--- src/design/rrld_pkg.sv ---
package rrld_pkg;

   localparam int WORD_W     = 16;
   localparam int RUN_W      = 15;
   localparam int FIELD_W    = 5;
   localparam int GATE_W     = 16;
   localparam int NFIELDS_W  = 6;

   // Control word that marks the end of a field
   localparam logic [WORD_W-1:0] END_MARK = 16'h0001;

   // Result queue: room for the two results one word can cause, plus slack
   localparam int QUEUE_DEPTH = 4;
   localparam int PTR_W       = $clog2(QUEUE_DEPTH);
   localparam int COUNT_W     = $clog2(QUEUE_DEPTH + 1);

   typedef enum logic [1:0] {
      KIND_DATA      = 2'd0,
      KIND_ZERO_RUN  = 2'd1,
      KIND_FIELD_END = 2'd2,
      KIND_RAY_END   = 2'd3
   } kind_type;

   typedef struct packed {
      kind_type           kind;
      logic [WORD_W-1:0]  value;
      logic [RUN_W-1:0]   run_length;
      logic [FIELD_W-1:0] field_index;
      logic [GATE_W-1:0]  gate_position;
      logic               overflow;
      logic               last;
   } rsp_item_type;

   // Decoder to queue: zero, one or two results from one word
   typedef struct packed {
      logic [1:0]   count;
      rsp_item_type item0;
      rsp_item_type item1;
   } push_type;

endpackage

--- src/design/rrld_req_if.sv ---
interface rrld_req_if;
   logic                        valid;
   logic                        ready;
   logic [rrld_pkg::WORD_W-1:0] word;

   modport source (output valid, output word, input ready);
   modport sink   (input valid, input word, output ready);
endinterface

--- src/design/rrld_rsp_if.sv ---
interface rrld_rsp_if;
   logic                         valid;
   logic                         ready;
   logic [1:0]                   kind;
   logic [rrld_pkg::WORD_W-1:0]  value;
   logic [rrld_pkg::RUN_W-1:0]   run_length;
   logic [rrld_pkg::FIELD_W-1:0] field_index;
   logic [rrld_pkg::GATE_W-1:0]  gate_position;
   logic                         overflow;
   logic                         last;

   modport source (output valid, output kind, output value, output run_length,
                   output field_index, output gate_position, output overflow,
                   output last, input ready);
   modport sink   (input valid, input kind, input value, input run_length,
                   input field_index, input gate_position, input overflow,
                   input last, output ready);
endinterface

--- src/design/radar_ray_run_length_decoder.sv ---
// Flow: an accepted word waits in the input register until the decoder takes it (only
//    while the queue has room for two results); the decoder writes its results into the queue.
// Throughput: one word per cycle while the queue holds two results or fewer. A field
//    end that closes the ray yields two results, drained one per cycle while ready is high.
// Reset (synchronous, active high): clears decoder state, empties the queue
//    and sets the fields-per-ray register to 1. No clearing pass is needed.
module radar_ray_run_length_decoder #(
   parameter int MAX_FIELDS = 32,
   parameter int MAX_GATES  = 4096
) (
   input  logic                           clock,
   input  logic                           reset,
   rrld_req_if.sink                       req_chan,
   rrld_rsp_if.source                     rsp_chan,
   input  logic                           csr_write_enable,
   input  logic [rrld_pkg::NFIELDS_W-1:0] csr_write_data
);

   // Configuration register: fields per ray (clamped inside the decoder)
   logic [rrld_pkg::NFIELDS_W-1:0] fields_per_ray_ff;

   // Input register: holds one accepted word until the decoder takes it
   logic                          in_valid_ff, in_valid_in;
   logic [rrld_pkg::WORD_W-1:0]   in_word_ff;

   logic                          decode_fire;
   logic                          room_for_two;
   logic                          req_take;
   logic                          rsp_pop;
   rrld_pkg::push_type            push;
   rrld_pkg::rsp_item_type        head;
   logic [rrld_pkg::COUNT_W-1:0]  queue_count;

   always_ff @(posedge clock) begin
      if (reset) begin
         fields_per_ray_ff <= rrld_pkg::NFIELDS_W'(1);
      end else if (csr_write_enable) begin
         fields_per_ray_ff <= csr_write_data;
      end
   end

   // Decode only when the queue can absorb the worst case of two results.
   // Counting on the registered fill level alone keeps the ready path short;
   // with a consumer that pops every cycle the input side stalls only while
   // the words produce results faster than one per cycle.
   assign room_for_two = queue_count <= rrld_pkg::COUNT_W'(rrld_pkg::QUEUE_DEPTH - 2);
   assign decode_fire  = in_valid_ff && room_for_two;

   // Accept a new transaction whenever the input register is empty or
   // is being drained into the decoder this cycle.
   assign req_chan.ready = (!in_valid_ff) || decode_fire;
   assign req_take       = req_chan.valid && req_chan.ready;

   always_comb begin
      in_valid_in = in_valid_ff;
      if (decode_fire) begin
         in_valid_in = 1'b0;
      end
      if (req_take) begin
         in_valid_in = 1'b1;
      end
   end

   always_ff @(posedge clock) begin
      if (reset) begin
         in_valid_ff <= 1'b0;
      end else begin
         in_valid_ff <= in_valid_in;
      end
   end

   // Payload register: load on accept, hold otherwise
   always_ff @(posedge clock) begin
      if (req_take) begin
         in_word_ff <= req_chan.word;
      end
   end

   rrld_decoder #(
      .MAX_FIELDS (MAX_FIELDS),
      .MAX_GATES  (MAX_GATES)
   ) u_decoder (
      .clock          (clock),
      .reset          (reset),
      .fire           (decode_fire),
      .word           (in_word_ff),
      .fields_per_ray (fields_per_ray_ff),
      .push           (push)
   );

   // Result queue doubles as the output register: the head entry drives
   // the result channel straight from storage.
   assign rsp_pop = rsp_chan.valid && rsp_chan.ready;

   rrld_out_queue u_out_queue (
      .clock (clock),
      .reset (reset),
      .push  (push),
      .pop   (rsp_pop),
      .head  (head),
      .count (queue_count)
   );

   assign rsp_chan.valid         = queue_count != '0;
   assign rsp_chan.kind          = head.kind;
   assign rsp_chan.value         = head.value;
   assign rsp_chan.run_length    = head.run_length;
   assign rsp_chan.field_index   = head.field_index;
   assign rsp_chan.gate_position = head.gate_position;
   assign rsp_chan.overflow      = head.overflow;
   assign rsp_chan.last          = head.last;

   // The queue never fills past its depth
   a_queue_bound: assert property (@(posedge clock) disable iff (reset)
      queue_count <= rrld_pkg::COUNT_W'(rrld_pkg::QUEUE_DEPTH))
      else $error("result queue overfilled");

   // Results are only produced from a held input word
   a_push_needs_word: assert property (@(posedge clock) disable iff (reset)
      (push.count != 2'd0) |-> in_valid_ff)
      else $error("decoder pushed results without an input word");

   // A decode step, which adds at most two entries, never fills the queue past its depth
   a_queue_growth: assert property (@(posedge clock) disable iff (reset)
      decode_fire |=> (queue_count <= rrld_pkg::COUNT_W'(rrld_pkg::QUEUE_DEPTH)))
      else $error("queue overflow after decode");

   // A ray end is always the final result of its word
   a_ray_end_last: assert property (@(posedge clock) disable iff (reset)
      (rsp_chan.valid && (head.kind == rrld_pkg::KIND_RAY_END)) |-> head.last)
      else $error("ray end result without last");

endmodule

--- src/design/rrld_decoder.sv ---
module rrld_decoder #(
   parameter int MAX_FIELDS = 32,
   parameter int MAX_GATES  = 4096
) (
   input  logic                           clock,
   input  logic                           reset,
   input  logic                           fire,
   input  logic [rrld_pkg::WORD_W-1:0]    word,
   input  logic [rrld_pkg::NFIELDS_W-1:0] fields_per_ray,
   output rrld_pkg::push_type             push
);

   localparam int SUM_W = rrld_pkg::GATE_W + 1;

   logic                          lit_ff, lit_in;
   logic [rrld_pkg::RUN_W-1:0]    run_rem_ff, run_rem_in;
   logic [rrld_pkg::FIELD_W-1:0]  field_ff, field_in;
   logic [rrld_pkg::GATE_W-1:0]   gate_ff, gate_in;
   logic                          prev_end_ff, prev_end_in;
   logic                          ray_closed_ff, ray_closed_in;

   logic [rrld_pkg::RUN_W-1:0]     len;
   logic [SUM_W-1:0]               gate_sum;
   logic                           gate_ovf;
   logic [rrld_pkg::GATE_W-1:0]    gate_adv;
   logic [rrld_pkg::NFIELDS_W-1:0] nf_eff;
   logic                           closes_ray;
   rrld_pkg::rsp_item_type         blank;

   assign len = word[rrld_pkg::RUN_W-1:0];

   // Saturating gate advance: one gate for a data word, len for a zero run
   always_comb begin
      gate_sum = {1'b0, gate_ff} + (lit_ff ? SUM_W'(1) : SUM_W'(len));
      gate_ovf = gate_sum > SUM_W'(MAX_GATES);
      gate_adv = gate_ovf ? rrld_pkg::GATE_W'(MAX_GATES) : gate_sum[rrld_pkg::GATE_W-1:0];
   end

   // Clamp the field count to 1..MAX_FIELDS
   always_comb begin
      nf_eff = fields_per_ray;
      if (nf_eff == '0) begin
         nf_eff = rrld_pkg::NFIELDS_W'(1);
      end
      if (nf_eff > rrld_pkg::NFIELDS_W'(MAX_FIELDS)) begin
         nf_eff = rrld_pkg::NFIELDS_W'(MAX_FIELDS);
      end
      closes_ray = ({1'b0, field_ff} + rrld_pkg::NFIELDS_W'(1)) >= nf_eff;
   end

   always_comb begin
      blank = '{kind: rrld_pkg::KIND_DATA, value: '0, run_length: '0,
                field_index: field_ff, gate_position: '0, overflow: 1'b0,
                last: 1'b1};
      push.count    = 2'd0;
      push.item0    = blank;
      push.item1    = blank;
      lit_in        = lit_ff;
      run_rem_in    = run_rem_ff;
      field_in      = field_ff;
      gate_in       = gate_ff;
      prev_end_in   = prev_end_ff;
      ray_closed_in = ray_closed_ff;

      if (lit_ff) begin
         push.count               = 2'd1;
         push.item0.kind          = rrld_pkg::KIND_DATA;
         push.item0.value         = word;
         push.item0.gate_position = gate_ff;
         push.item0.overflow      = gate_ovf;
         gate_in                  = gate_adv;
         run_rem_in               = run_rem_ff - rrld_pkg::RUN_W'(1);
         if (run_rem_ff == rrld_pkg::RUN_W'(1)) begin
            lit_in = 1'b0;
         end
      end else if (word == rrld_pkg::END_MARK) begin
         if (ray_closed_ff) begin
            // swallow repeated end marks after the ray closed
            push.count = 2'd0;
         end else if (prev_end_ff) begin
            push.count             = 2'd1;
            push.item0.kind        = rrld_pkg::KIND_RAY_END;
            push.item0.field_index = field_ff - rrld_pkg::FIELD_W'(1);
         end else begin
            push.item0.kind          = rrld_pkg::KIND_FIELD_END;
            push.item0.gate_position = gate_ff;
            if (closes_ray) begin
               push.count       = 2'd2;
               push.item0.last  = 1'b0;
               push.item1.kind  = rrld_pkg::KIND_RAY_END;
            end else begin
               push.count  = 2'd1;
               field_in    = field_ff + rrld_pkg::FIELD_W'(1);
               gate_in     = '0;
               prev_end_in = 1'b1;
            end
         end
         if ((!ray_closed_ff) && (prev_end_ff || closes_ray)) begin
            lit_in        = 1'b0;
            run_rem_in    = '0;
            field_in      = '0;
            gate_in       = '0;
            prev_end_in   = 1'b0;
            ray_closed_in = 1'b1;
         end
      end else begin
         ray_closed_in = 1'b0;
         prev_end_in   = 1'b0;
         if (word[rrld_pkg::WORD_W-1]) begin
            if (len != '0) begin
               lit_in     = 1'b1;
               run_rem_in = len;
            end
         end else begin
            push.count               = 2'd1;
            push.item0.kind          = rrld_pkg::KIND_ZERO_RUN;
            push.item0.run_length    = len;
            push.item0.gate_position = gate_ff;
            push.item0.overflow      = gate_ovf;
            gate_in                  = gate_adv;
         end
      end

      if (!fire) begin
         push.count = 2'd0;
      end
   end

   always_ff @(posedge clock) begin
      if (reset) begin
         lit_ff        <= 1'b0;
         run_rem_ff    <= '0;
         field_ff      <= '0;
         gate_ff       <= '0;
         prev_end_ff   <= 1'b0;
         ray_closed_ff <= 1'b0;
      end else if (fire) begin
         lit_ff        <= lit_in;
         run_rem_ff    <= run_rem_in;
         field_ff      <= field_in;
         gate_ff       <= gate_in;
         prev_end_ff   <= prev_end_in;
         ray_closed_ff <= ray_closed_in;
      end
   end

endmodule

--- src/design/rrld_out_queue.sv ---
module rrld_out_queue (
   input  logic                            clock,
   input  logic                            reset,
   input  rrld_pkg::push_type              push,
   input  logic                            pop,
   output rrld_pkg::rsp_item_type          head,
   output logic [rrld_pkg::COUNT_W-1:0]    count
);

   rrld_pkg::rsp_item_type mem [rrld_pkg::QUEUE_DEPTH];

   logic [rrld_pkg::PTR_W-1:0]   wr_ptr_ff, wr_ptr_in;
   logic [rrld_pkg::PTR_W-1:0]   rd_ptr_ff, rd_ptr_in;
   logic [rrld_pkg::COUNT_W-1:0] count_ff, count_in;
   logic [rrld_pkg::PTR_W-1:0]   wr_ptr_next;

   assign wr_ptr_next = wr_ptr_ff + rrld_pkg::PTR_W'(1);

   always_comb begin
      wr_ptr_in = wr_ptr_ff + rrld_pkg::PTR_W'(push.count);
      rd_ptr_in = rd_ptr_ff + rrld_pkg::PTR_W'(pop);
      count_in  = count_ff + rrld_pkg::COUNT_W'(push.count)
                  - rrld_pkg::COUNT_W'(pop);
   end

   always_ff @(posedge clock) begin
      if (push.count != 2'd0) begin
         mem[wr_ptr_ff] <= push.item0;
      end
      if (push.count == 2'd2) begin
         mem[wr_ptr_next] <= push.item1;
      end
   end

   always_ff @(posedge clock) begin
      if (reset) begin
         wr_ptr_ff <= '0;
         rd_ptr_ff <= '0;
         count_ff  <= '0;
      end else begin
         wr_ptr_ff <= wr_ptr_in;
         rd_ptr_ff <= rd_ptr_in;
         count_ff  <= count_in;
      end
   end

   assign head  = mem[rd_ptr_ff];
   assign count = count_ff;

endmodule

--- src/flat_wrapper.sv ---
// flat-port wrapper written by rule: the top's interface ports become plain ports
module radar_ray_run_length_decoder_flat 
#(
   parameter int MAX_FIELDS = 32,
   parameter int MAX_GATES  = 4096
)
  (clock, reset, csr_write_enable, csr_write_data, req_chan_valid, req_chan_word, req_chan_ready, rsp_chan_valid, rsp_chan_kind, rsp_chan_value, rsp_chan_run_length, rsp_chan_field_index, rsp_chan_gate_position, rsp_chan_overflow, rsp_chan_last, rsp_chan_ready);
  rrld_req_if req_chan_i ();
  rrld_rsp_if rsp_chan_i ();
  input  logic clock;
  input  logic reset;
  input  logic csr_write_enable;
  input  logic [rrld_pkg::NFIELDS_W-1:0] csr_write_data;
  input wire logic [$bits(req_chan_i.valid)-1:0] req_chan_valid;
  input wire logic [$bits(req_chan_i.word)-1:0] req_chan_word;
  output wire logic [$bits(req_chan_i.ready)-1:0] req_chan_ready;
  output wire logic [$bits(rsp_chan_i.valid)-1:0] rsp_chan_valid;
  output wire logic [$bits(rsp_chan_i.kind)-1:0] rsp_chan_kind;
  output wire logic [$bits(rsp_chan_i.value)-1:0] rsp_chan_value;
  output wire logic [$bits(rsp_chan_i.run_length)-1:0] rsp_chan_run_length;
  output wire logic [$bits(rsp_chan_i.field_index)-1:0] rsp_chan_field_index;
  output wire logic [$bits(rsp_chan_i.gate_position)-1:0] rsp_chan_gate_position;
  output wire logic [$bits(rsp_chan_i.overflow)-1:0] rsp_chan_overflow;
  output wire logic [$bits(rsp_chan_i.last)-1:0] rsp_chan_last;
  input wire logic [$bits(rsp_chan_i.ready)-1:0] rsp_chan_ready;
  assign req_chan_i.valid = req_chan_valid;
  assign req_chan_i.word = req_chan_word;
  assign req_chan_ready = req_chan_i.ready;
  assign rsp_chan_valid = rsp_chan_i.valid;
  assign rsp_chan_kind = rsp_chan_i.kind;
  assign rsp_chan_value = rsp_chan_i.value;
  assign rsp_chan_run_length = rsp_chan_i.run_length;
  assign rsp_chan_field_index = rsp_chan_i.field_index;
  assign rsp_chan_gate_position = rsp_chan_i.gate_position;
  assign rsp_chan_overflow = rsp_chan_i.overflow;
  assign rsp_chan_last = rsp_chan_i.last;
  assign rsp_chan_i.ready = rsp_chan_ready;
  radar_ray_run_length_decoder #(.MAX_FIELDS(MAX_FIELDS), .MAX_GATES(MAX_GATES)) u_core (.clock(clock), .reset(reset), .req_chan(req_chan_i), .rsp_chan(rsp_chan_i), .csr_write_enable(csr_write_enable), .csr_write_data(csr_write_data));
endmodule
--- config.mk ---
export PLATFORM = sky130hd
export DESIGN_NAME = radar_ray_run_length_decoder_flat
export DESIGN_NICKNAME = d
export VERILOG_FILES = /design/src/design/rrld_pkg.sv /design/src/design/rrld_req_if.sv /design/src/design/rrld_rsp_if.sv /design/src/design/radar_ray_run_length_decoder.sv /design/src/design/rrld_decoder.sv /design/src/design/rrld_out_queue.sv /design/src/flat_wrapper.sv
export SDC_FILE = /design/constraint.sdc
export NUM_CORES = 1
export LEC_CHECK = 0
export CAP_MARGIN = 40
export CORE_MARGIN = 2
export CORE_UTILIZATION = 59
export DETAILED_ROUTE_END_ITERATION = 12
export DONT_BUFFER_PORTS = 1
export PLACE_DENSITY_LB_ADDON = 0.12
export SYNTH_ARGS = -nofsm -noshare
export SYNTH_HDL_FRONTEND = slang
export SYNTH_SLANG_ARGS = --single-unit
export TNS_END_PERCENT = 1
--- constraint.sdc ---
create_clock -name clock -period 4.66 [get_ports clock]
set_input_delay 0.233 -clock clock [delete_from_list [all_inputs] [get_ports clock]]
set_output_delay 0.233 -clock clock [all_outputs]
set_load 0.005 [all_outputs]
==> summary.txt <==
outcome -> finished clean
VDD IR max -> 0.4120 mV
final wirelength -> 34380 um
Hold Slack -> 0.05966 ns
hold path endpoint -> u_core.u_decoder.gate_ff[12]$_SDFFE_PP0P_
die area -> 23330 sq um
nets -> 1359
Power Density -> 463.9 nW/um^2
CTS tree -> done
CP required -> 5.07 ns
clk sink count -> 293
Setup TNS Final -> 0 ns
syn nets -> 1374
Slew @ Worst Pin -> 0.8302 ns
Most Crowded Layer GR -> met2
initial drt markers -> 932
Die Span Y -> 152.7 um
Total GRT Usage -> 0.2880
maximum clock frequency -> 269.5 MHz
Worst-path clk slew -> 0.06 ns
count of cell types in the netlist -> 62
Crit Path Class -> reg2reg
Leak -> 5.235 nW
share of cells above drive strength 1 -> 0.1157
GRT overflow -> 0
vias per cell -> 6.405
Syn-to-layout area delta -> 12.28%
RSZ-0062 raised after global routing -> false
vias in the first global route -> 9824
synth warn -> 0
Post-DP HPWL -> 21880 um
crit-path max cell delay -> 0.79 ns
met3 Use GR -> 0.05319
Setup crit start kind -> flip-flop
final worst slack -> 0.9489 ns
H-tree Lvls -> 1
clock root cell -> clkbuf_16
Syn Inst Count -> 1315
clk buf depth -> 3
Main synth FF type -> dfxtp_1
reg2reg end -> u_core.u_out_queue.mem[0][1]$_SDFFE_PP0N_
FF-to-FF path depth -> 10
Avg Synthesized Cell Area -> 9.925 sq um
Max-slew headroom -> 0.4390
io pins -> 85
Placement Setup Slack -> 1.013 ns
asr flop ratio synth -> 0
R2R setup slack -> 0.95 ns
Placed Cells incl. Taps -> 1516
number of synthesized flops with an enable pin -> 44
Skew-Pair Late Insertion Delay -> 0.56 ns
Placer Congestion -> 0.8975
final slew viol count -> 0
drt pass-1 iters -> 5
Mapped Area -> 13050 sq um
Max Clock Skew -> 0.01142 ns
Initial Util -> 0.5999
Via Count -> 10267
drc violations -> 0
Final ANT Viol Nets -> 0
hold path cells -> 2
CP Cell Sequence -> nor2b_1 > ha_1 > a21oi_2 > o211ai_2 > a311o_1 > a311oi_2 > xnor2_1 > a2111o_1 > o21bai_1 > o22ai_1
met1 Usage GRT -> 0.4261
Non-Filler Instances -> 1603
Post-CTS Repair Setup Buffers -> 0
synthesized flop and latch total -> 293
row count -> 54
initial antenna violation count -> 2
minimum clock period after layout -> 3.711 ns
Arr. time, crit path -> 4.12 ns
fraction of the yosys area taken by sequential cells -> 0.4832
part of the cycle the worst path needs -> 0.7964
Global Route met2 Usage -> 0.4446
global-route wire length before repair -> 54500 um
Max FO, Critical Path -> 42
Final Hold Viols -> 0
largest net degree at the start of global routing -> 72
Setup violations, final -> 0
Die Width -> 152.7 um
Core Area -> 21760 sq um
crit end category -> flip-flop
Critical R2R Launch -> u_core.u_decoder.lit_ff$_SDFFE_PP0P_
Inserted Clock Buffers -> 30
Hold Path Class -> in2reg
IO Port Bufs -> 0
wire length per cell -> 21.45 um
highest-delay cell along the critical path -> dfxtp_2
Worst Min Path Start -> reset
maxcap violations -> 0
cell usage in the layout, fill, tap and decap left out, types with 19 or more instances in the layout:
cell type      instances
nor2_1                65
mux4_2                56
o21ai_0               50
a21oi_1               38
o2bb2ai_1             64
nor2b_1               29
o22ai_1              130
clkbuf_16             32
nand2_1              228
ha_1                  30
inv_1                 26
buf_4                 19
nor3_1                20
dfxtp_1              246
dlygate4sd3_1         31
edfxtp_1              44
layer usage:
layer,wire (um),share of wire
met4,725,0.021
met3,2782,0.081
met2,15400,0.45
met5,0,0
met1,15470,0.45
cell type report:
cell class,instances,area [sq um]
Fill cell,1671,7102
Antenna cell,1,2.502
Sequential cell,293,6312
Timing Repair Buffer,54,533.0
Clock buffer,38,843.3
Multi-Input combinational cell,895,6310
Tap cell,280,350.3
Inverter,26,97.59
Clock inverter,16,205.2
sequential cells by signal (all words and copies together) (netlist names):
signal	count
u_core.u_decoder.ray_closed_ff	1
u_core.u_decoder.lit_ff	1
u_core.u_decoder.prev_end_ff	1
u_core.u_out_queue.rd_ptr_ff	2
u_core.u_decoder.gate_ff	16
u_core.u_out_queue.count	3
u_core.in_valid_ff	1
u_core.in_word_ff	16
u_core.u_decoder.field_ff	5
u_core.u_decoder.run_rem_ff	15
u_core.u_out_queue.mem	224
u_core.u_out_queue.wr_ptr_ff	2
u_core.fields_per_ray_ff	6
worst max-delay path: cells and delay by family, from the launching register on:
family	cells	cell delay, ns
AOI/OAI and AO/OA	7	2.08
xor gates and xnor gates	1	0.09
DFF	1	0.79
adders and majority gates	1	0.42
and+or+nand+nor	1	0.16
what timing repair did:
action	in CTS	in global routing
gates resized for setup	0	0
endpoints found under the hold margin	55	0
hold buffers	32	0
worst max path at each step:
stage	startpoint	end	slack, ns	cells after the start
3_3_place_gp	u_core.u_decoder.lit_ff$_SDFFE_PP0P_	u_core.u_decoder.gate_ff[0]$_SDFFE_PP0P_	1.09	10
5_1_grt	u_core.u_decoder.lit_ff$_SDFFE_PP0P_	u_core.u_out_queue.mem[0][1]$_SDFFE_PP0N_	0.70	10
4_1_cts	u_core.u_decoder.lit_ff$_SDFFE_PP0P_	u_core.u_out_queue.mem[0][1]$_SDFFE_PP0N_	1.00	10
3_5_place_dp	u_core.u_decoder.lit_ff$_SDFFE_PP0P_	u_core.u_out_queue.mem[0][1]$_SDFFE_PP0N_	1.01	10
2_1_floorplan	u_core.u_decoder.lit_ff$_SDFFE_PP0P_	u_core.u_decoder.gate_ff[0]$_SDFFE_PP0P_	1.09	15
6_report	u_core.u_decoder.lit_ff$_SDFFE_PP0P_	u_core.u_out_queue.mem[0][1]$_SDFFE_PP0N_	0.95	10
cells in the mapped netlist, drive strengths merged (26+ instances only):
cell / number / area [sq um]
dfxtp: 249 / 4985
nand2: 228 / 855.8
o22ai: 130 / 813.3
clkbuf: 91 / 341.6
nor2: 65 / 244.0
o2bb2ai: 64 / 560.5
mux4: 56 / 1261
o21ai: 56 / 299.0
edfxtp: 44 / 1321
a21oi: 39 / 198.9
ha: 30 / 375.4
nor2b: 29 / 181.4
inv: 26 / 97.59
where the power goes:
group	leakage (nW)	switching (W)	internal (W)
Clock	0.522	0.00102	0.00151
Sequential	2.42	0.000227	0.00281
Combinational	2.29	0.000668	0.000576
Total	5.24	0.00191	0.00489
per-stage QoR:
step	util	power (W)	instance area [sq um]
final	0.6736	0.006798	14650
after global routing	0.6736	0.007072	14650
after CTS	0.6735	0.006805	14650
after detailed placement	0.6101	0.004276	13270
after global placement	0.6088	0.004243	13250
after floorplan	-	0.003951	13050
cells by family (layout without fill, tap and decap cells):
logic type | Yosys count | count (layout) | share of synthesized area
AO/OA/AOI/OAI | 359 | 359 | 0.1858
XOR/XNOR | 23 | 23 | 0.01544
adder cells (fa/ha/maj) | 32 | 32 | 0.03183
buffers and inverters | 127 | 134 | 0.03672
flip-flops | 293 | 293 | 0.4832
multiplexers | 68 | 68 | 0.1060
other | 0 | 1 | 0
AND/OR/NAND/NOR | 413 | 413 | 0.1410
(Power assumes the default switching activity.)
